### config.mk
export PLATFORM = sky130hd
export DESIGN_NAME = lpcv_fifo
export DESIGN_NICKNAME = d
export VERILOG_FILES = /design/src/rtl/core/lpcv_pkg.sv /design/src/rtl/core/lpcv_fifo.sv
export SDC_FILE = /design/constraint.sdc
export NUM_CORES = 1
export LEC_CHECK = 0
export BUFFER_PORTS_ARGS = -buffer_cell sky130_fd_sc_hd__clkbuf_2
export CORE_UTILIZATION = 46
export DETAILED_ROUTE_END_ITERATION = 7
export HOLD_SLACK_MARGIN = 0.03
export PLACE_DENSITY_LB_ADDON = 0.12
export SLEW_MARGIN = 20
export SYNTH_ARGS = -nofsm -noshare
export SYNTH_HDL_FRONTEND = slang
export SYNTH_SLANG_ARGS = --single-unit
### constraint.sdc
create_clock -name clk_i -period 2.05 [get_ports clk_i]
set_input_delay 0.3075 -clock clk_i [delete_from_list [all_inputs] [get_ports clk_i]]
set_output_delay 0.3075 -clock clk_i [all_outputs]
set_load 0.01 [all_outputs]
### src/rtl/core/lpcv_pkg.sv
// ----------------------------------------------------------------------------
// lpcv_pkg
// Shared types, constants and a helper function of the page/column LCD
// controller: screen geometry, command codes and the queue entry format.
// ----------------------------------------------------------------------------
package lpcv_pkg;

  // Visible screen size in pixels.
  localparam int unsigned SCREEN_WIDTH  = 128;
  localparam int unsigned SCREEN_HEIGHT = 88;

  // Display memory geometry: 16 pages of 256 bytes, held as two banks of
  // 16 x 128 bytes (even and odd byte addresses).
  localparam int unsigned PAGE_W   = 4;
  localparam int unsigned ROW_W    = 7;
  localparam int unsigned MEM_AW   = PAGE_W + ROW_W;
  localparam int unsigned BIT_W    = 3;

  // Page of the rightmost group of eight columns in the rotated pixel mapping.
  localparam logic [PAGE_W-1:0] PAGE_OFFSET = 4'd10;

  // Command codes, taken from the upper nibble of the reversed bus byte.
  localparam logic [3:0] CMD_COL_LO = 4'h0;
  localparam logic [3:0] CMD_COL_HI = 4'h1;
  localparam logic [3:0] CMD_PAGE   = 4'hb;

  typedef enum logic {
    OP_WRITE = 1'b0,
    OP_READ  = 1'b1
  } op_kind_e;

  // One entry of the queue between the front and back parts.
  typedef struct packed {
    op_kind_e          kind;
    logic [MEM_AW-1:0] addr;     // {page, byte address / 2} or {page, row}
    logic              odd;      // writes: odd bank selected
    logic [7:0]        data;     // writes: reversed byte
    logic [BIT_W-1:0]  bit_sel;  // reads: bit within both bytes
    logic              in_range; // reads: pixel lies on the screen
  } op_t;

  // Queue fill status seen by the front part.
  typedef struct packed {
    logic full;
    logic empty;
  } fifo_stat_t;

  // Back part status.
  typedef struct packed {
    logic init_done;
    logic pop;
  } back_stat_t;

  function automatic logic [7:0] reverse_byte(input logic [7:0] b);
    logic [7:0] r;
    for (int i = 0; i < 8; i++) begin
      r[i] = b[7-i];
    end
    return r;
  endfunction

endpackage

### src/rtl/core/lpcv_fifo.sv
// ----------------------------------------------------------------------------
// lpcv_fifo
// Two-entry queue of decoded memory operations between front and back.
// ----------------------------------------------------------------------------
module lpcv_fifo
  import lpcv_pkg::*;
(
  input  logic       clk_i,
  input  logic       rst_ni,
  input  logic       push_i,
  input  op_t        push_op_i,
  input  logic       pop_i,
  output op_t        head_o,
  output fifo_stat_t stat_o
);

  op_t        slot_q [2];
  logic       wr_ptr_q, wr_ptr_d;
  logic       rd_ptr_q, rd_ptr_d;
  logic [1:0] count_q, count_d;

  always_comb begin
    wr_ptr_d = push_i ? ~wr_ptr_q : wr_ptr_q;
    rd_ptr_d = pop_i ? ~rd_ptr_q : rd_ptr_q;
    count_d  = count_q;
    if (push_i && !pop_i) begin
      count_d = count_q + 2'd1;
    end else if (!push_i && pop_i) begin
      count_d = count_q - 2'd1;
    end
  end

  always_ff @(posedge clk_i or negedge rst_ni) begin
    if (!rst_ni) begin
      wr_ptr_q <= 1'b0;
      rd_ptr_q <= 1'b0;
      count_q  <= 2'd0;
    end else begin
      wr_ptr_q <= wr_ptr_d;
      rd_ptr_q <= rd_ptr_d;
      count_q  <= count_d;
    end
  end

  always_ff @(posedge clk_i) begin
    if (push_i) begin
      slot_q[wr_ptr_q] <= push_op_i;
    end
  end

  assign head_o       = slot_q[rd_ptr_q];
  assign stat_o.full  = count_q[1];
  assign stat_o.empty = (count_q == 2'd0);

endmodule

== Word level (Yosys, flattened, before mapping) ==
Memory sizes are Yosys's and may differ from the RTL's.
Index checks and enable logic that the tools add are counted.

* Register bits after elaboration: 4
* Bits in writable memories: 50
* Bits of input ports: 29
* Output and inout port bits: 27
* Word-level logic and storage cells: 18
* Memories kept: 1

{| class="wikitable"
|+ Memory list
! name !! depth !! width !! rd ports !! clocked after memory_dff !! write ports !! line !! source
|-
| slot_q || 2 || 25 || 1 || 0 || 1 || lpcv_fifo.sv:17 || <nowiki>op_t slot_q [2];</nowiki>
|}

* Add/subtract/negate cells: 2
* Mux-type cells: 4
* Bitwise gates (word level): 2
* Reductions and logical operators: 6

{| class="wikitable"
|+ Operators with widths
! kind !! count
|-
| two-way mux 2 bit || 2
|-
| adder 2 x 1 -> 2 bit, second input constant || 1
|-
| logical AND 1 bit || 2
|-
| logical NOT 1 bit || 2
|-
| logical NOT 2 bit || 1
|-
| two-way mux 1 bit || 2
|-
| inverter 1 bit || 2
|-
| nonzero test 2 bit || 1
|-
| subtractor 2 x 1 -> 2 bit, second input constant || 1
|}

== Depth between registers and ports, before layout ==
* Depth in word-level cells: 4
* Mapped depth: 5
* Gate-level depth less buffers: 5

== Worst setup path after synthesis ==
No wires, ideal clock.

* Kind: register to register
* From: register wr_ptr_q
* To: memory slot_q[0][0] (netlist name) (enable)
* Library setup time: 0.410 ns
* Arrival time: 1.534 ns
* Required time: 1.640 ns
* Setup slack: 0.106 ns
* Cell stages (with the launch flop): 2
* Buffers on the path: 0
* Clock period less this slack: 1.944 ns
* Path through: dfrtp_1 nor2b_1

{| class="wikitable"
|+ RTL lines
! element !! line !! source
|-
| start, declared || lpcv_fifo.sv:18 || <nowiki>logic wr_ptr_q, wr_ptr_d;</nowiki>
|-
| start signal, assigned || lpcv_fifo.sv:39 || <nowiki>wr_ptr_q <= wr_ptr_d;</nowiki>
|-
| end, declared || lpcv_fifo.sv:17 ||
|}

No word-level cell before the write port.

==> impl_metrics.csv <==
group,metric,value,unit
clocking,deepest_level_of_the_cts_h_tree,2,
sta,final_hold_vio_count,0,
clocking,clock_sink_count,54,
routing,route.vias.total,1001,
sta,timing.final.crit_period,1.779,ns
synth,synth_ff_type,"sky130_fd_sc_hd__edfxtp_1",
synth,most_repeated_cell_in_the_gate_level_netlist_after_synthesis,"sky130_fd_sc_hd__edfxtp_1",
routing,post_drt_via_cell_ratio,4.744,
grt,grt_antenna_before_repair,0,
floorplan,core.rowCount,24,
synth,postSynth.asyncResetShare,0.07407,
synth,synthesized_net_count,124,
grt,grt_usage,0.1475,
floorplan,floorplan.core_area,0.004354,mm2
clocking,cts_buffers,5,
sta,rsz0062_at_grt,"false",
clocking,cts.path.max_buffers,2,
grt,gr-total-overflow,0,
place,place.detailed.hpwl,2253,um
sta,max_clock_freq,562.0,MHz
finish,antenna_cells,0,
floorplan,die-area,0.004824,mm2
clocking,cts-root-buf,"sky130_fd_sc_hd__clkbuf_8",
synth,synth_area_leader_cell,"sky130_fd_sc_hd__edfxtp_1",
synth,synth_warnings,0,
place,dp.cells,202,
synth,synth.yosys.seq_area_share,0.7651,
synth,mappedNetlistArea,0.002093,mm2
power,power_density,1282,mW/mm2
clocking,cts_resized,0,
routing,drcViolationCount,0,
finish,area_growth_syn_to_layout,20.98,%
synth,netlist-cell-type-count,14,
grt,grt_pass1_wl,5299,um
routing,drt_iter0_markers,39,
worst_setup_path,timing.reg2reg.setup_slack,0.67,ns
finish,layoutNonFillerInstCount,211,
routing,routedWlPerCell,15.00,um
place,port_buffers,55,
worst_setup_path,worst-setup-path-type,"reg2out",
sta,timing.clock.skew,0.003603,ns
synth,synth_compound_gate_area_share,0,
flow_run,max-cap-violations,0,
floorplan,chipHeight,69.46,um
clocking,post-cts-setup-buffer-count,0,
sta,post-route-period-util,0.8679,
worst_setup_path,slowest_stage,"sky130_fd_sc_hd__mux2_2",
floorplan,top_level_ports,56,
synth,synth_top_cell_area_share,0.7173,
synth,yosys.area_share.adder,0.005977,
sta,maxSlewViolCount,0,
worst_setup_path,worstPathArrival,1.47,ns
power,vdd.ir_drop.worst,712.5,uV
sta,worst_slew_pin_slew,0.5060,ns
synth,synth.area.mux_share,0.1686,
power,total_power,3.246,mW
finish,filler_cell_count,336,
sta,slew_headroom,0.6627,
finish,post_layout_nets,188,
floorplan,start_util,0.4807,
clocking,cts_tree,"built",
synth,postSynthCellCount,94,
worst_setup_path,max_fanout_on_critical_path,17,
worst_setup_path,worst_setup_path_start_kind,"flop",
worst_setup_path,required_arrival_time_at_the_worst_endpoint,1.74,ns
synth,synth_simple_gate_area_share,0.009564,
sta,setup-violations-final,0,
worst_setup_path,maximum_cell_stage_delay_along_the_critical_path,0.37,ns
routing,drt_wl_total,3166,um
routing,detail_route.first_pass.iterations,4,
grt,first_global_vias,1132,
power,leakage,1.048,nW
clocking,worst_skew_pair.late_latency,0.30,ns
place,routabilityCongestion,0.6366,
outcome,status,"completed",
clocking,clk_pin_slew_worst_paths,0.09,ns
synth,synthesis.area_per_instance,22.27,um2
routing,antenna_violating_nets_post_route,0,
synth,synthTopCellsByCount,"sky130_fd_sc_hd__edfxtp_1 (50), sky130_fd_sc_hd__mux2_4 (19), sky130_fd_sc_hd__mux2_2 (6)",
worst_setup_path,timing.critical_path.cells,"buf_4 > mux2_2 > clkbuf_2",
synth,yosys.area_share.xor_xnor,0.02092,
finish,design_area,0.002532,mm2
synth,dominant_combinational_cell_family_by_area_after_synthesis,"multiplexers",
finish,post_route_cells_drive_above_1_share,0.5912,
worst_setup_path,worstSetupEndpointType,"output port",
synth,synth_edf_count,50,
hold_path,worst_hold_path_type,"in2reg",
synth,cell_types_with_the_largest_area_share_after_synthesis,"sky130_fd_sc_hd__edfxtp_1 (72%), sky130_fd_sc_hd__mux2_4 (14%), sky130_fd_sc_hd__dfrtp_1 (4.8%), sky130_fd_sc_hd__mux2_2 (3.2%), sky130_fd_sc_hd__buf_12 (1.9%)",
synth,ys_seq_elements,54,
sta,tns,0,ns
place,placed_cell_area,0.002427,mm2
floorplan,die-width,69.46,um
grt,maximum_number_of_pins_on_one_net_before_global_route_repair,18,
[per-stage QoR]
stage | util | hold WS, ns | setup slack (ns)
5_1_grt | 0.5816 | 0.1780 | 0.2086
2_1_floorplan | - | 0.01191 | 0.1060
3_3_place_gp | 0.5575 | 0.1143 | 0.6159
6_report | 0.5816 | 0.1891 | 0.2708
4_1_cts | 0.5816 | 0.1804 | 0.2375
3_5_place_dp | 0.5575 | 0.1225 | 0.5860
[cell type report]
cell class                 count  area (um2)  share of cell area
inverter                       1       3.754            0.001482
sequential                    54        1602              0.6324
timing repair buffer          61       335.3              0.1324
tap                           52       65.06             0.02569
clock inverter                 2       12.51            0.004941
clock buffer                   6       82.58             0.03261
multi-input combinational     35       431.7              0.1705
[per-layer routing]
layer / GRT usage / routed length, um
met5: 0 / 0
met3: 0.05523 / 199
met2: 0.2611 / 1612
met4: 0.06122 / 61
met1: 0.1570 / 1292
[power breakdown]
part | internal, mW | switching (mW) | total (mW)
clock network | 0.272 | 0.318 | 0.589
logic | 0.579 | 0.530 | 1.11
registers | 1.47 | 0.0788 | 1.55
total | 2.32 | 0.926 | 3.25
[cells by family after synthesis]
kind of cell  after synthesis
flops                      54
mux                        25
xor+xnor                    5
buf+inv                     5
simple gates                4
fa+ha+maj                   1
[path summary, 6_finish.rpt]
check	start	endpoint	cells after the start
min	push_op_i[0]	slot_q[0][0]	1
max reg2reg	wr_ptr_q	slot_q[1][16]	2
min in group asynchronous	rst_ni	count_q[1]	2
min reg2reg	count_q[1]	count_q[1]	1
max in group asynchronous	rst_ni	rd_ptr_q	2
max	rd_ptr_q	head_o[21]	3
[repair_timing]
action | CTS | global route
hold buffers | 1 | 0
setup endpoints to repair | 0 | 0
hold endpoints to repair | 4 | 0
[flip-flops by register name, summed over array words and instances, names as in the netlist]
| signal | flops |
|---|---|
| slot_q | 50 |
| count_q | 2 |
| rd_ptr_q | 1 |
| wr_ptr_q | 1 |
[layout by cell type, fill, tap and decap left out, drive strengths merged, types with 2 or more instances in the layout]
master,Yosys,routed
nor2,2,2
buf,4,5
clkbuf,0,61
dfrtp,4,4
xor2,4,4
edfxtp,50,50
mux2,25,25
[critical path, delay by kind of cell, from the launching register on]
| kind | cells | cell delay [ns] |
|---|---|---|
| buffers and inverters | 2 | 0.44 |
| DFF | 1 | 0.36 |
| muxes | 1 | 0.37 |
Power figures use the tool's default switching activity.
