**config.mk**
```make
export PLATFORM = sky130hd
export DESIGN_NAME = lpcv_front
export DESIGN_NICKNAME = d
export VERILOG_FILES = /design/src/rtl/core/lpcv_pkg.sv /design/src/rtl/core/lpcv_front.sv
export SDC_FILE = /design/constraint.sdc
export NUM_CORES = 1
export LEC_CHECK = 0
export ABC_CLOCK_PERIOD_IN_PS = 2400
export BUFFER_PORTS_ARGS = -buffer_cell sky130_fd_sc_hd__buf_2
export CAP_MARGIN = 20
export CORE_MARGIN = 8
export CORE_UTILIZATION = 47
export DETAILED_ROUTE_END_ITERATION = 6
export GPL_ROUTABILITY_DRIVEN = 0
export PLACE_DENSITY = 0.95
export SLEW_MARGIN = 10
export SYNTH_ARGS = -nofsm -noshare
export SYNTH_HDL_FRONTEND = slang
export SYNTH_SLANG_ARGS = --single-unit
export TNS_END_PERCENT = 5
```
**constraint.sdc**
```tcl
create_clock -name clk_i -period 2.4 [get_ports clk_i]
set_input_delay 0 -clock clk_i [delete_from_list [all_inputs] [get_ports clk_i]]
set_output_delay 0 -clock clk_i [all_outputs]
set_load 0.01 [all_outputs]
```
**src/rtl/core/lpcv_pkg.sv**
```systemverilog
// ----------------------------------------------------------------------------
// lpcv_pkg
// Shared types, constants and a helper function of the page/column LCD
// controller: screen geometry, command codes and the queue entry format.
// ----------------------------------------------------------------------------
package lpcv_pkg;

  // Visible screen size in pixels.
  localparam int unsigned SCREEN_WIDTH  = 128;
  localparam int unsigned SCREEN_HEIGHT = 88;

  // Display memory geometry: 16 pages of 256 bytes, held as two banks of
  // 16 x 128 bytes (even and odd byte addresses).
  localparam int unsigned PAGE_W   = 4;
  localparam int unsigned ROW_W    = 7;
  localparam int unsigned MEM_AW   = PAGE_W + ROW_W;
  localparam int unsigned BIT_W    = 3;

  // Page of the rightmost group of eight columns in the rotated pixel mapping.
  localparam logic [PAGE_W-1:0] PAGE_OFFSET = 4'd10;

  // Command codes, taken from the upper nibble of the reversed bus byte.
  localparam logic [3:0] CMD_COL_LO = 4'h0;
  localparam logic [3:0] CMD_COL_HI = 4'h1;
  localparam logic [3:0] CMD_PAGE   = 4'hb;

  typedef enum logic {
    OP_WRITE = 1'b0,
    OP_READ  = 1'b1
  } op_kind_e;

  // One entry of the queue between the front and back parts.
  typedef struct packed {
    op_kind_e          kind;
    logic [MEM_AW-1:0] addr;     // {page, byte address / 2} or {page, row}
    logic              odd;      // writes: odd bank selected
    logic [7:0]        data;     // writes: reversed byte
    logic [BIT_W-1:0]  bit_sel;  // reads: bit within both bytes
    logic              in_range; // reads: pixel lies on the screen
  } op_t;

  // Queue fill status seen by the front part.
  typedef struct packed {
    logic full;
    logic empty;
  } fifo_stat_t;

  // Back part status.
  typedef struct packed {
    logic init_done;
    logic pop;
  } back_stat_t;

  function automatic logic [7:0] reverse_byte(input logic [7:0] b);
    logic [7:0] r;
    for (int i = 0; i < 8; i++) begin
      r[i] = b[7-i];
    end
    return r;
  endfunction

endpackage

```
**src/rtl/core/lpcv_front.sv**
```systemverilog
// ----------------------------------------------------------------------------
// lpcv_front
// Accepts bus writes and pixel reads, keeps the column and page registers,
// and turns data writes and reads into queued memory operations.
// ----------------------------------------------------------------------------
module lpcv_front
  import lpcv_pkg::*;
(
  input  logic        clk_i,
  input  logic        rst_ni,
  input  logic        in_valid_i,
  output logic        in_ready_o,
  input  logic        mode_i,
  input  logic        is_data_i,
  input  logic [7:0]  bus_byte_i,
  input  logic [6:0]  pixel_x_i,
  input  logic [6:0]  pixel_y_i,
  input  fifo_stat_t  fifo_stat_i,
  input  logic        init_done_i,
  output logic        push_o,
  output op_t         push_op_o
);

  logic [7:0]        byte_addr_q, byte_addr_d;
  logic [PAGE_W-1:0] page_q, page_d;
  logic [7:0]        rev;
  logic              accept;
  logic [6:0]        col_dist;
  logic              x_ok, y_ok;

  assign in_ready_o = init_done_i && !fifo_stat_i.full;
  assign accept     = in_valid_i && in_ready_o;
  assign rev        = reverse_byte(bus_byte_i);

  // Columns are counted from the right edge of the screen.
  assign col_dist = 7'(8'(SCREEN_WIDTH - 1) - {1'b0, pixel_x_i});
  assign x_ok     = ({1'b0, pixel_x_i} < 8'(SCREEN_WIDTH));
  assign y_ok     = ({1'b0, pixel_y_i} < 8'(SCREEN_HEIGHT));

  always_comb begin
    byte_addr_d = byte_addr_q;
    page_d      = page_q;
    if (accept && !mode_i) begin
      if (is_data_i) begin
        byte_addr_d = byte_addr_q + 8'd1;
      end else begin
        case (rev[7:4])
          CMD_COL_LO: byte_addr_d = (byte_addr_q & 8'he0) | {3'b000, rev[3:0], 1'b0};
          CMD_COL_HI: byte_addr_d = (byte_addr_q & 8'h1e) | {rev[2:0], 5'b00000};
          CMD_PAGE:   page_d      = rev[3:0];
          default:    ;
        endcase
      end
    end
  end

  always_ff @(posedge clk_i or negedge rst_ni) begin
    if (!rst_ni) begin
      byte_addr_q <= 8'd0;
      page_q      <= '0;
    end else begin
      byte_addr_q <= byte_addr_d;
      page_q      <= page_d;
    end
  end

  always_comb begin
    push_op_o = '0;
    if (mode_i) begin
      push_op_o.kind     = OP_READ;
      push_op_o.addr     = {col_dist[6:3] + PAGE_OFFSET, pixel_y_i};
      push_op_o.bit_sel  = col_dist[2:0];
      push_op_o.in_range = x_ok && y_ok;
    end else begin
      push_op_o.kind = OP_WRITE;
      push_op_o.addr = {page_q, byte_addr_q[7:1]};
      push_op_o.odd  = byte_addr_q[0];
      push_op_o.data = rev;
    end
  end

  assign push_o = accept && (mode_i || is_data_i);

endmodule

```
# After elaboration in Yosys (flattened, before gate mapping)
# Index checks and enable logic that the tools add are counted.
op_classes:
  n_addsub: 3
  reduce_logical: 11
  magnitude_cmp: 1
  bitwise: 3
  shift: 0
  n_mux: 5
  eq_ne: 2
  div: 0
  multipliers: 0
ops:
  columns: ["op", "n"]
  rows:
  - ["one-hot mux 8 bit (2 select lines)", 1]
  - ["two-way mux 12 bit", 1]
  - ["two-way mux 9 bit", 1]
  - ["adder 8 x 1 -> 8 bit, second input constant", 1]
  - ["two-way mux 8 bit", 1]
  - ["OR 5 x 8 -> 8 bit", 1]
  - ["OR 8 x 5 -> 8 bit", 1]
  - ["less-than comparator 7 bit, second input constant", 1]
  - ["subtractor 7 bit, first input constant", 1]
  - ["adder 4 bit, second input constant", 1]
  - ["equality test 4 x 1 -> 1 bit, second input constant", 1]
  - ["equality test 4 bit, second input constant", 1]
  - ["logical AND 1 bit", 4]
  - ["zero test 4 bit", 1]
  - ["two-way mux 4 bit", 1]
  - ["AND reduction 3 bit", 1]
  - ["nonzero test 3 bit", 1]
  - ["zero test 1 bit", 2]
  - ["AND reduction 2 bit", 1]
  - ["logical OR 1 bit", 1]
  - ["NOT 1 bit", 1]
word_totals:
  latchBits: 0
  input_bits: 30
  ramBits: 0
  output_inout_bits: 27
  reg_bits: 12
  memories: 0
  rom_bits: 0
  elab_cells: 27

# Depth between registers and ports, before layout
# Gate-level depths: netlist of the first run.
logic_depth:
  word_depth: 5
  ltp_mapped: 5
  mapped_depth_nobuf: 5

# Worst setup path before layout of the first run
# OpenSTA, ideal clock, no wires.
synth_path:
  path_type: "reg-to-reg"
  from: "register byte_addr_q[0]"
  to: "register byte_addr_q[6]"
  arrival_ps: 1191
  synth_period_minus_slack_ps: 1260
  required_time_ps: 2331
  path_stages_with_launch: 6
  n_path_buf: 0
  path_slack_ps: 1140
  setup_time_ps: 69
  path_cell_list: "dfrtp_1 -> ha_1 -> and3_1 -> and3_1 -> nand3b_1 -> nand3_1"
synth_between:
  elab_chain_len: 2
synth_rtl:
  columns: ["item", "line", "source"]
  rows:
  - ["start: declaration", "lpcv_front.sv:24", "logic [7:0] byte_addr_q, byte_addr_d;"]
  - ["start signal: assignment", "lpcv_front.sv:62", "byte_addr_q <= byte_addr_d;"]
  - ["adder 8 x 1 -> 8 bit", "lpcv_front.sv:45", "byte_addr_d = byte_addr_q + 8'd1;"]
  - ["two-way mux 8 bit", "lpcv_front.sv:44", "if (is_data_i) begin"]
# Every way passes these cells.
# A chain may end at the register's enable or synchronous reset.

# Worst setup path after layout of the first run
# Same ends and word-level chain as after synthesis.

==> results.md, run 1 <==
* Effective utilization at floorplan at 50.8%
* Total half-perimeter wirelength after legalization and detailed placement at 2370 µm
* Placeable core region at 1980 µm²
* Remaining antenna violation count after routing at 0
* Placed Instances at 189
* Maximum buffer depth of the clock tree at 2
* Crit path kind: flip-flop to flip-flop
* Tightest Pin Transition at 0.511 ns
* Combined global-route utilization of all metal layers at 14.6%
* Post-route DRC violation count at 0
* Post-synth top flop: sky130_fd_sc_hd__dfrtp_1
* Final clock skew at 0.00206 ns
* Number of synthesized flops with an enable pin at 0
* Internal Dissipation at 0.388 mW
* Fill cell instance count of the final layout at 152
* Wirelength, routed at 2990 µm
* I/O pins at 57
* Number of hold violations in the final report at 0
* Share of power burned in registers at 43.7%
* Number of global-route vias before repair at 1107
* Mean routed wirelength per cell at 15.4 µm
* Power spent charging and discharging nets at 0.209 mW
* Unrepaired setup endpoints after global routing: false
* # setup viols final at 0
* Fin crit share at 58.0%
* NumNets Final at 201
* Via count of the routed design at 1067
* Max-capacitance violation count at 0
* Mapped Cells at 112
* Die width at 62.3 µm
* Post-Synthesis Net Count at 144
* Deepest level of the CTS H-tree at 1
* Critical path peak fanout at 5
* Post-Syn Area at 1010 µm²
* Fin Hold WS at 0.00997 ns
* Syn avg cell area at 8.98 µm²
* Global-route wire length before repair at 4850 µm
* P&R area growth vs syn at 32.6%
* Fraction of final layout cells sized beyond drive strength 1 at 43.1%
* Comb pwr share at 35.1%
* Worst hold path type: input pin to flip-flop
* Static leakage power at 0.707 nW
* Number of antenna violations at the first check in global routing at 0
* Site Rows at 16
* Worst slack, placed at 1.02 ns
* Source-to-sink clock delay at the later pin of the worst-skew pair at 0.28 ns
* Worst path required time at 2.62 ns
* Async SR Flop Fraction at 100%
* Height of the chip at 62.3 µm
* Total of hold buffers inserted after clock tree synthesis at 2
* Post-CTS Setup Repair Bufs at 0
* Critical path endpoint category: flip-flop
* Number of clock sinks at 12
* Number of detailed-route iterations in the first pass at 4
* CTS tree: built
* Maximum number of pins on one net before global-route repair at 33
* Post-CTS sizing at 0
* Full die area at 3880 µm²
* Total negative slack at 0 ns
* TritonCTS Buffers at 3
* Status: finished clean
* Maximum frequency from static timing analysis at 719 MHz
* WP data arrival at 1.61 ns
* #FFs+latches synth at 12
* Post-Layout Cell Count at 194
* Distinct cell type count after synthesis at 41
* Minimum setup slack in the final design at 1.01 ns
* Cell at the root of the clock tree: sky130_fd_sc_hd__clkbuf_4
* Detailed router's first-iteration violation count at 60
* Switching part of the total at 35.1%
* Clock edge transition at the registers on the reported setup and hold paths at 0.07 ns
* Peak supply drop at 0.000316 V
* Remaining global-route overflow at 0
* Number of synthesis warnings at 0
* Max Transition Viols Final at 0
* Antenna diode instance count at 0
* Worst max-slew margin expressed relative to the limit at 65.9%
* Pwr Density at 448 nW/µm²
* Via density per instance at 5.50
* Share of the yosys chip area belonging to registers at 29.9%
* Worst Setup Start Kind: flip-flop
* Clk pwr share at 21.2%
* Count of buffers from port buffering at 55
* Post-layout minimum cycle time at 1.39 ns
-- per-stage QoR --
stage / total power [mW] / instance area [µm²] / util (%)
6_report: 0.597 / 1330 / 67.3
5_1_grt: 0.637 / 1330 / 67.3
4_1_cts: 0.594 / 1330 / 67.3
3_5_place_dp: 0.469 / 1290 / 65.2
3_3_place_gp: 0.457 / 1290 / 65.2
2_1_floorplan: 0.376 / 1010 / -
-- path summary, 6_finish.rpt --
path	startpoint	end	slack [ns]	cells past startpoint
worst max-delay path	byte_addr_q[0]$_DFFE_PN0P_	byte_addr_q[6]$_DFFE_PN0P_	1.01	5
worst min-delay path	bus_byte_i[7]	page_q[0]$_DFFE_PN0P_	0.01	2
worst max register to register	byte_addr_q[0]$_DFFE_PN0P_	byte_addr_q[6]$_DFFE_PN0P_	1.01	5
worst min register to register	page_q[0]$_DFFE_PN0P_	page_q[0]$_DFFE_PN0P_	0.52	1
max in group asynchronous	rst_ni	byte_addr_q[5]$_DFFE_PN0P_	2.07	2
min in group asynchronous	rst_ni	byte_addr_q[2]$_DFFE_PN0P_	0.12	2
-- layout by cell type, fill, tap and decap left out, types with 3 or more instances in the layout --
cell and instances:
sky130_fd_sc_hd__clkbuf_4 3, sky130_fd_sc_hd__mux2_4 4, sky130_fd_sc_hd__dfrtp_1 12, sky130_fd_sc_hd__o21ai_0 13
sky130_fd_sc_hd__inv_1 8, sky130_fd_sc_hd__a21oi_1 3, sky130_fd_sc_hd__nor2b_1 11, sky130_fd_sc_hd__nor2_1 6
sky130_fd_sc_hd__nand2_1 8, sky130_fd_sc_hd__buf_2 55, sky130_fd_sc_hd__mux2_2 5
-- power by group through the flow --
stage | sequential, mW | clock (mW) | combinational (mW)
after floorplan | 0.254 | 0 | 0.122
after global placement | 0.260 | 0 | 0.198
after detailed placement | 0.263 | 0 | 0.206
after CTS | 0.259 | 0.125 | 0.211
after global routing | 0.264 | 0.139 | 0.233
final | 0.261 | 0.127 | 0.210
-- cell usage after synthesis, types with 2 or more instances --
cell / instances / area [µm²]
sky130_fd_sc_hd__o21ai_0: 13 / 65.1
sky130_fd_sc_hd__dfrtp_1: 12 / 300
sky130_fd_sc_hd__nor2b_1: 11 / 68.8
sky130_fd_sc_hd__inv_1: 8 / 30.0
sky130_fd_sc_hd__nand2_1: 8 / 30.0
sky130_fd_sc_hd__nor2_1: 6 / 22.5
sky130_fd_sc_hd__mux2_2: 5 / 56.3
sky130_fd_sc_hd__mux2_4: 4 / 60.1
sky130_fd_sc_hd__a21oi_1: 3 / 15.0
sky130_fd_sc_hd__clkbuf_1: 3 / 11.3
sky130_fd_sc_hd__a32oi_1: 2 / 17.5
sky130_fd_sc_hd__and2b_1: 2 / 15.0
sky130_fd_sc_hd__and3_1: 2 / 12.5
sky130_fd_sc_hd__and4_1: 2 / 17.5
sky130_fd_sc_hd__ha_1: 2 / 25.0
sky130_fd_sc_hd__mux2i_1: 2 / 20.0
sky130_fd_sc_hd__nand3_1: 2 / 10.0
sky130_fd_sc_hd__nand4_1: 2 / 12.5
-- layout make-up --
type                    instances  area (µm²)  area share, %
clock buffers                   3        22.5           1.69
inverters                       8        30.0           2.25
multi-input cells              87         652           48.9
flip-flops and latches         12         300           22.5
well taps                      27        33.8           2.53
repair buffers                 57         295           22.1
-- cells by family after synthesis --
logic type	Yosys count	share of synthesized area (%)
compound gates	29	18.7
xor+xnor	1	0.871
fa+ha+maj	2	2.49
buf+inv	13	5.35
flops	12	29.9
mux	11	13.6
simple gates	44	29.2
-- state kept, by name, indices dropped and copies added (netlist names) --
signal       flops
byte_addr_q      8
page_q           4
-- worst max-delay path, cell delays in order (launching register included) --
cell and delay [ns]:
sky130_fd_sc_hd__dfrtp_1 0.41, sky130_fd_sc_hd__ha_1 0.24, sky130_fd_sc_hd__and3_1 0.22, sky130_fd_sc_hd__and3_1 0.20, sky130_fd_sc_hd__nand3b_1 0.15, sky130_fd_sc_hd__nand3_1 0.09
-- layer usage --
metal	wire, µm	global-route usage (%)	part of all wire (%)
met5	0	0	0
met4	54	5.98	1.8
met3	238	5.73	8.0
met2	1530	26.8	51
met1	1160	14.3	39
Power figures use the tool's default switching activity.
==> run 2: changes to the inputs <==
ABC_CLOCK_PERIOD_IN_PS = 1400   (was 2400)
CORE_UTILIZATION = 44   (was 47)
PLACE_DENSITY = 0.9   (was 0.95)
clock period = 1.4 ns   (was 2.4 ns; I/O delays follow)
==> run 2 against run 1 <==
Clock skew increased by 0.0030 ns. Count of clock-buffer cells in the layout increased by 1. Routed wire length increased by 4.8%. Critical endpoint unchanged. Non-clock buffer count increased by 7. Cell count increased by 4.6%. Sequential power increased by 71%.
==> results.md, run 2 (synthesis results as in run 1) <==
* Status: finished clean
* Maximum frequency from static timing analysis at 741 MHz (+3.1%)
* Power spent charging and discharging nets at 0.381 mW (+82%)
* Number of hold violations in the final report at 0 (unchanged)
* Share of power burned in registers at 39.7% (-4.0 points)
* Total negative slack at 0 ns (unchanged)
* Worst Setup Start Kind: flip-flop
* Die width at 63.8 µm (+2.5%)
* Clk pwr share at 25.8% (+4.6 points)
* Fin crit share at 96.5% (+38 points)
* Reg with most FFs: byte_addr_q
* Effective utilization at floorplan at 45.9% (-4.8 points)
* Clock edge transition at the registers on the reported setup and hold paths at 0.08 ns (about the same)
* Total half-perimeter wirelength after legalization and detailed placement at 2410 µm (+2.0%)
* P&R area growth vs syn at 40.4%
* Worst slack, placed at 0.0710 ns (-0.944 ns)
* NumNets Final at 208 (+3.5%)
* Crit path kind: flip-flop to flip-flop
* Pwr Density at 797 nW/µm² (+78%)
* Global-route wire length before repair at 4890 µm (+0.72%)
* Placement Cell Area at 1320 µm² (+1.8%)
* Worst path required time at 1.63 ns (-0.99 ns)
* Critical path peak fanout at 4 (-1)
* Max Transition Viols Final at 0 (unchanged)
* Via count of the routed design at 1098 (+2.9%)
* Post-layout minimum cycle time at 1.35 ns (-0.0413 ns)
* Switching part of the total at 33.9% (-1.2 points)
* Remaining antenna violation count after routing at 0 (unchanged)
* Full die area at 4070 µm² (+5.0%)
* Placed Instances at 193 (+2.1%)
* Tightest Pin Transition at 0.452 ns (-0.0590 ns)
* Final clock skew at 0.00501 ns (+0.00295 ns)
* Antenna diode instance count at 0 (unchanged)
* Layout Cell Area excl Fill at 1410 µm² (+5.9%)
* Site Rows at 17 (+1)
* Max FFs per register at 8 (unchanged)
* Count of buffers from port buffering at 55 (unchanged)
* Post-Layout Cell Count at 203 (+4.6%)
* Maximum number of pins on one net before global-route repair at 19 (-42%)
* Number of antenna violations at the first check in global routing at 0 (unchanged)
* Peak supply drop at 0.000481 V (+52%)
* I/O pins at 57 (unchanged)
* WP buf/inv at 0 (unchanged)
* Minimum setup slack in the final design at 0.0497 ns (-0.959 ns)
* Number of detailed-route iterations in the first pass at 4 (unchanged)
* Worst-path cell chain: ha_1 > and3_1 > and3_1 > nand3b_1 > nand3_1
* Critical path endpoint category: flip-flop
* Combined global-route utilization of all metal layers at 14.9% (+0.22 points)
* Deepest level of the CTS H-tree at 1 (unchanged)
* Mean routed wirelength per cell at 15.4 µm (+0.11%)
* Critical-path cell with the highest stage delay: sky130_fd_sc_hd__dfrtp_1
* Static leakage power at 0.745 nW (+5.3%)
* TritonCTS Buffers at 3 (unchanged)
* # setup viols final at 0 (unchanged)
* Post-route DRC violation count at 0 (unchanged)
* Height of the chip at 63.8 µm (+2.5%)
* Commonest cells after routing, fill and taps aside: sky130_fd_sc_hd__buf_2, sky130_fd_sc_hd__o21ai_0, sky130_fd_sc_hd__dfrtp_1, sky130_fd_sc_hd__nor2b_1
* Setup slack on the worst flop-to-flop path at 0.05 ns (-0.96 ns)
* Stage delay of the slowest cell on the critical path at 0.42 ns (about the same)
* Cell at the root of the clock tree: sky130_fd_sc_hd__clkbuf_4
* Commonest non-fill, non-tap cell in the layout: sky130_fd_sc_hd__buf_2
* Worst hold path type: input pin to async pin
* Detailed router's first-iteration violation count at 35 (-42%)
* Internal Dissipation at 0.745 mW (+92%)
* Remaining global-route overflow at 0 (unchanged)
* Worst max-slew margin expressed relative to the limit at 69.7% (+3.7 points)
* WP data arrival at 1.58 ns (-0.03 ns)
* Number of global-route vias before repair at 1041 (-6.0%)
* Max-capacitance violation count at 0 (unchanged)
* Comb pwr share at 34.5% (-0.6 points)
* Wirelength, routed at 3130 µm (+4.8%)
* CTS tree: built
* Number of clock sinks at 12 (unchanged)
* Cell repeated most along the worst path: sky130_fd_sc_hd__and3_1
* Registers with the most flip-flops: byte_addr_q x8, page_q x4
* Source-to-sink clock delay at the later pin of the worst-skew pair at 0.29 ns (about the same)
* CP top delay family: simple AND/OR/NAND/NOR gates
* Placeable core region at 2190 µm² (+11%)
* Via density per instance at 5.41 (-1.7%)
* Fraction of final layout cells sized beyond drive strength 1 at 44.0% (+0.89 points)
* Maximum buffer depth of the clock tree at 2 (unchanged)
## run 2: cell count changes in the layout (fill, tap and decap cells not counted)
| cell | change |
|---|---|
| sky130_fd_sc_hd__buf_4 | +4 |
| sky130_fd_sc_hd__dlygate4sd3_1 | +3 |
| sky130_fd_sc_hd__and3_2 | -1 |
| sky130_fd_sc_hd__clkbuf_8 | +1 |
| sky130_fd_sc_hd__and3_4 | +1 |
## run 2: power groups by stage
stage / Sequential [mW] / Combinational (mW) / Clock [mW]
5_1_grt: 0.454 / 0.428 / 0.309
2_1_floorplan: 0.436 / 0.209 / 0
6_report: 0.447 / 0.388 / 0.290
4_1_cts: 0.443 / 0.375 / 0.297
3_5_place_dp: 0.451 / 0.360 / 0
3_3_place_gp: 0.445 / 0.347 / 0
## run 2: timing repair
action	CTS	global route
buffers inserted	0	1
endpoints found under the setup margin	0	2
gates resized for setup	0	1
hold buffers	5	0
hold endpoints to repair	16	0
## run 2: layout make-up
| type | count | area, µm² |
|---|---|---|
| inverters | 8 | 30.0 |
| flip-flops and latches | 12 | 300 |
| clock buffers | 4 | 36.3 |
| repair buffers | 64 | 355 |
| well taps | 28 | 35.0 |
| fillers | 163 | 778 |
| multi-input cells | 87 | 656 |
## run 2: metrics by stage
step                utilization, %  power (mW)  hold slack [ns]
floorplan                        -       0.645           -0.296
global placement              60.0       0.791           -0.108
detailed placement            60.0       0.811           -0.108
CTS                           64.0        1.11            0.118
global route                  64.5        1.19            0.141
finish                        64.5        1.13            0.113
## run 2: routing by layer
layer  GRT usage [%]  up-vias  part of all wire (%)
li1                -      538                     -
met5               0        -                     0
met2            26.0       46                    53
met3            4.70       11                   7.3
met1            14.2      503                    36
met4            11.4        0                   3.5
## run 2: final timing paths
path	endpoint	start	cells past startpoint
max	byte_addr_q[6]$_DFFE_PN0P_	byte_addr_q[0]$_DFFE_PN0P_	5
min	byte_addr_q[6]$_DFFE_PN0P_	rst_ni	2
max reg2reg	byte_addr_q[6]$_DFFE_PN0P_	byte_addr_q[0]$_DFFE_PN0P_	5
min reg2reg	page_q[2]$_DFFE_PN0P_	page_q[2]$_DFFE_PN0P_	1
max in group asynchronous	byte_addr_q[2]$_DFFE_PN0P_	rst_ni	2
min in group clk_i	page_q[0]$_DFFE_PN0P_	in_valid_i	3
## run 2: worst reg2reg max path, stage by stage, from the launching register on
cell and delay (ns):
sky130_fd_sc_hd__dfrtp_1 0.42, sky130_fd_sc_hd__ha_1 0.23, sky130_fd_sc_hd__and3_1 0.21, sky130_fd_sc_hd__and3_1 0.20, sky130_fd_sc_hd__nand3b_1 0.15, sky130_fd_sc_hd__nand3_1 0.08
==> run 3: changes to the inputs <==
--- a/config.mk
+++ b/config.mk
@@ -10,8 +10,9 @@
 export CAP_MARGIN = 20
 export CORE_MARGIN = 8
-export CORE_UTILIZATION = 44
+export CORE_UTILIZATION = 45
+export CTS_BUF_LIST = sky130_fd_sc_hd__clkbuf_8
 export DETAILED_ROUTE_END_ITERATION = 6
 export GPL_ROUTABILITY_DRIVEN = 0
-export PLACE_DENSITY = 0.9
+export PLACE_DENSITY = 0.91
 export SLEW_MARGIN = 10
 export SYNTH_ARGS = -nofsm -noshare
==> constraint.sdc (replaced) <==
create_clock -name clk_i -period 1.4 [get_ports clk_i]
set_input_delay 0 -clock clk_i [delete_from_list [all_inputs] [get_ports clk_i]]
set_output_delay 0 -clock clk_i [all_outputs]
set_load 0.05 [all_outputs]
==> run 3 against run 2 <==
Critical path depth did not move. Register-to-register slack got worse by 0.03 ns. Sequential share of layout area rose by 0.50 points. First-iteration DRC count rose by 49%. Cell count fell by 2.5%. Critical endpoint unchanged. Largest power group is now combinational logic.
==> results.md, run 3 (synthesis results as in run 1) <==
* Maximum buffer depth of the clock tree at 2 (unchanged)
* WP data arrival at 1.55 ns (-0.03 ns)
* Detailed router's first-iteration violation count at 52 (+49%)
* Tightest Pin Transition at 0.452 ns (-0.0000825 ns)
* Deepest level of the CTS H-tree at 1 (unchanged)
* Max FFs per register at 8 (unchanged)
* Maximum number of pins on one net before global-route repair at 24 (+5)
* Height of the chip at 63.3 µm (-0.84%)
* Total half-perimeter wirelength after legalization and detailed placement at 2510 µm (+4.2%)
* Worst hold path type: input pin to flip-flop
* Number of detailed-route iterations in the first pass at 4 (unchanged)
* P&R area growth vs syn at 37.2%
* Max Transition Viols Final at 0 (unchanged)
* Total Power Consumption at 1.40 mW (+24%)
* CTS tree: built
* Full die area at 4000 µm² (-1.7%)
* Post-layout minimum cycle time at 1.38 ns (+0.0253 ns)
* Launching point of the worst reg2reg path: byte_addr_q[0]$_DFFE_PN0P_
* Cell at the root of the clock tree: sky130_fd_sc_hd__clkbuf_8
* I/O pins at 57 (unchanged)
* NumNets Final at 203 (-2.4%)
* Remaining antenna violation count after routing at 0 (unchanged)
* # setup viols final at 0 (unchanged)
* Antenna diode instance count at 0 (unchanged)
* Critical path peak fanout at 3 (-1)
* Count of buffers from port buffering at 55 (unchanged)
* Max-capacitance violation count at 0 (unchanged)
* Unrepaired setup endpoints after global routing: false
* Final clock skew at 0.00954 ns (+0.00453 ns)
* Number of antenna violations at the first check in global routing at 0 (unchanged)
* Registers with the most flip-flops: byte_addr_q x8, page_q x4
* Clock edge transition at the registers on the reported setup and hold paths at 0.06 ns (-0.02 ns)
* Global-route wire length before repair at 5220 µm (+6.8%)
* Via density per instance at 5.45 (+0.84%)
* Reg with most FFs: byte_addr_q
* Worst max-slew margin expressed relative to the limit at 69.7% (about the same)
* Combined global-route utilization of all metal layers at 15.9% (+1.0 points)
* Placement Cell Area at 1310 µm² (-0.57%)
* Clk pwr share at 28.0% (+2.2 points)
* Crit path kind: flip-flop to flip-flop
* Maximum frequency from static timing analysis at 727 MHz (-1.8%)
* Remaining global-route overflow at 0 (unchanged)
* Static leakage power at 0.732 nW (-1.7%)
* Commonest non-fill, non-tap cell in the layout: sky130_fd_sc_hd__buf_2
* Site Rows at 17 (unchanged)
* Peak supply drop at 0.000833 V (+73%)
* Die width at 63.3 µm (-0.84%)
* Layout Cell Area excl Fill at 1380 µm² (-2.3%)
* Commonest cells after routing, fill and taps aside: sky130_fd_sc_hd__buf_2, sky130_fd_sc_hd__o21ai_0, sky130_fd_sc_hd__dfrtp_1, sky130_fd_sc_hd__nor2b_1
* Placeable core region at 2170 µm² (-0.97%)
* Number of global-route vias before repair at 1088 (+4.5%)
* Number of clock sinks at 12 (unchanged)
* Core Util, Final at 63.6% (-0.87 points)
* Pwr Density at 1010 nW/µm² (+27%)
* Fin crit share at 98.3% (+1.8 points)
* Comb pwr share at 40.3% (+5.8 points)
* Status: finished clean
* Fill cell instance count of the final layout at 182 (+12%)
* Source-to-sink clock delay at the later pin of the worst-skew pair at 0.25 ns (-0.04 ns)
* Number of hold violations in the final report at 0 (unchanged)
* Internal Dissipation at 0.827 mW (+11%)
* Critical path endpoint category: flip-flop
* Hold path start: bus_byte_i[4]
* Switching part of the total at 40.9% (+7.1 points)
* Fin Hold WS at 0.0389 ns (-0.0743 ns)
* Placed Instances at 192 (-0.52%)
* Fraction of final layout cells sized beyond drive strength 1 at 44.7% (+0.71 points)
* TritonCTS Buffers at 3 (unchanged)
* Wirelength, routed at 3160 µm (+1.2%)
* Via count of the routed design at 1080 (-1.6%)
* Effective utilization at floorplan at 46.4% (+0.45 points)
* Worst Setup Start Kind: flip-flop
* Power spent charging and discharging nets at 0.572 mW (+50%)
* Post-route DRC violation count at 0 (unchanged)
* Mean routed wirelength per cell at 16.0 µm (+3.7%)
* Post-CTS sizing at 0 (unchanged)
* Worst Setup SP: byte_addr_q[0]$_DFFE_PN0P_
* Worst path required time at 1.57 ns (-0.06 ns)
* Post-Layout Cell Count at 198 (-2.5%)
* Share of power burned in registers at 31.7% (-8.0 points)
[run 3: layout make-up]
cell class	instances	area (µm²)	share of cell area (%)
inverters	8	30.0	2.18
clock buffers	4	55.1	3.99
flip-flops and latches	12	300	21.8
multi-input cells	87	652	47.2
repair buffers	59	308	22.3
well taps	28	35.0	2.54
[run 3: power groups by stage]
stage	sequential, mW	combinational (mW)	clock [mW]
2_1_floorplan	0.436	0.407	0
3_3_place_gp	0.445	0.532	0
3_5_place_dp	0.451	0.546	0
4_1_cts	0.444	0.550	0.389
5_1_grt	0.449	0.608	0.414
6_report	0.443	0.564	0.392
[run 3: worst paths after layout]
path                                              end  cells after the start  slack [ns]
setup reg to reg           byte_addr_q[6]$_DFFE_PN0P_                      5        0.02
min in group asynchronous  byte_addr_q[1]$_DFFE_PN0P_                      2        0.14
max in group asynchronous       page_q[3]$_DFFE_PN0P_                      2        1.05
hold / removal                  page_q[3]$_DFFE_PN0P_                      2        0.04
hold reg to reg                 page_q[3]$_DFFE_PN0P_                      1        0.51
setup / recovery           byte_addr_q[6]$_DFFE_PN0P_                      5        0.02
[run 3: worst max-delay path, cell delays in order (launching register included)]
cell                       delay (ns)
sky130_fd_sc_hd__dfrtp_1         0.40
sky130_fd_sc_hd__ha_1            0.23
sky130_fd_sc_hd__and3_1          0.22
sky130_fd_sc_hd__and3_1          0.19
sky130_fd_sc_hd__nand3b_1        0.16
sky130_fd_sc_hd__nand3_1         0.10
[run 3: timing repair]
item                                   in CTS  in global routing
endpoints found under the hold margin      12                  0
setup buffers                               0                  1
setup endpoints to repair                   0                  1
hold buffers                                1                  0
[run 3: per-layer routing]
metal | track usage, % | share of wire, % | vias to the layer above
met5 | 0 | 0 | -
met4 | 7.52 | 2.9 | 0
met3 | 4.24 | 5.9 | 8
met2 | 27.9 | 51 | 47
met1 | 17.3 | 40 | 499
li1 | - | - | 526
[run 3: stage by stage]
step	TNS (ns)	setup WS, ns
CTS	0	0.0105
global placement	0	0.0983
finish	0	0.0244
detailed placement	0	0.0308
global route	0	0.00708
floorplan	-0.312	-0.110
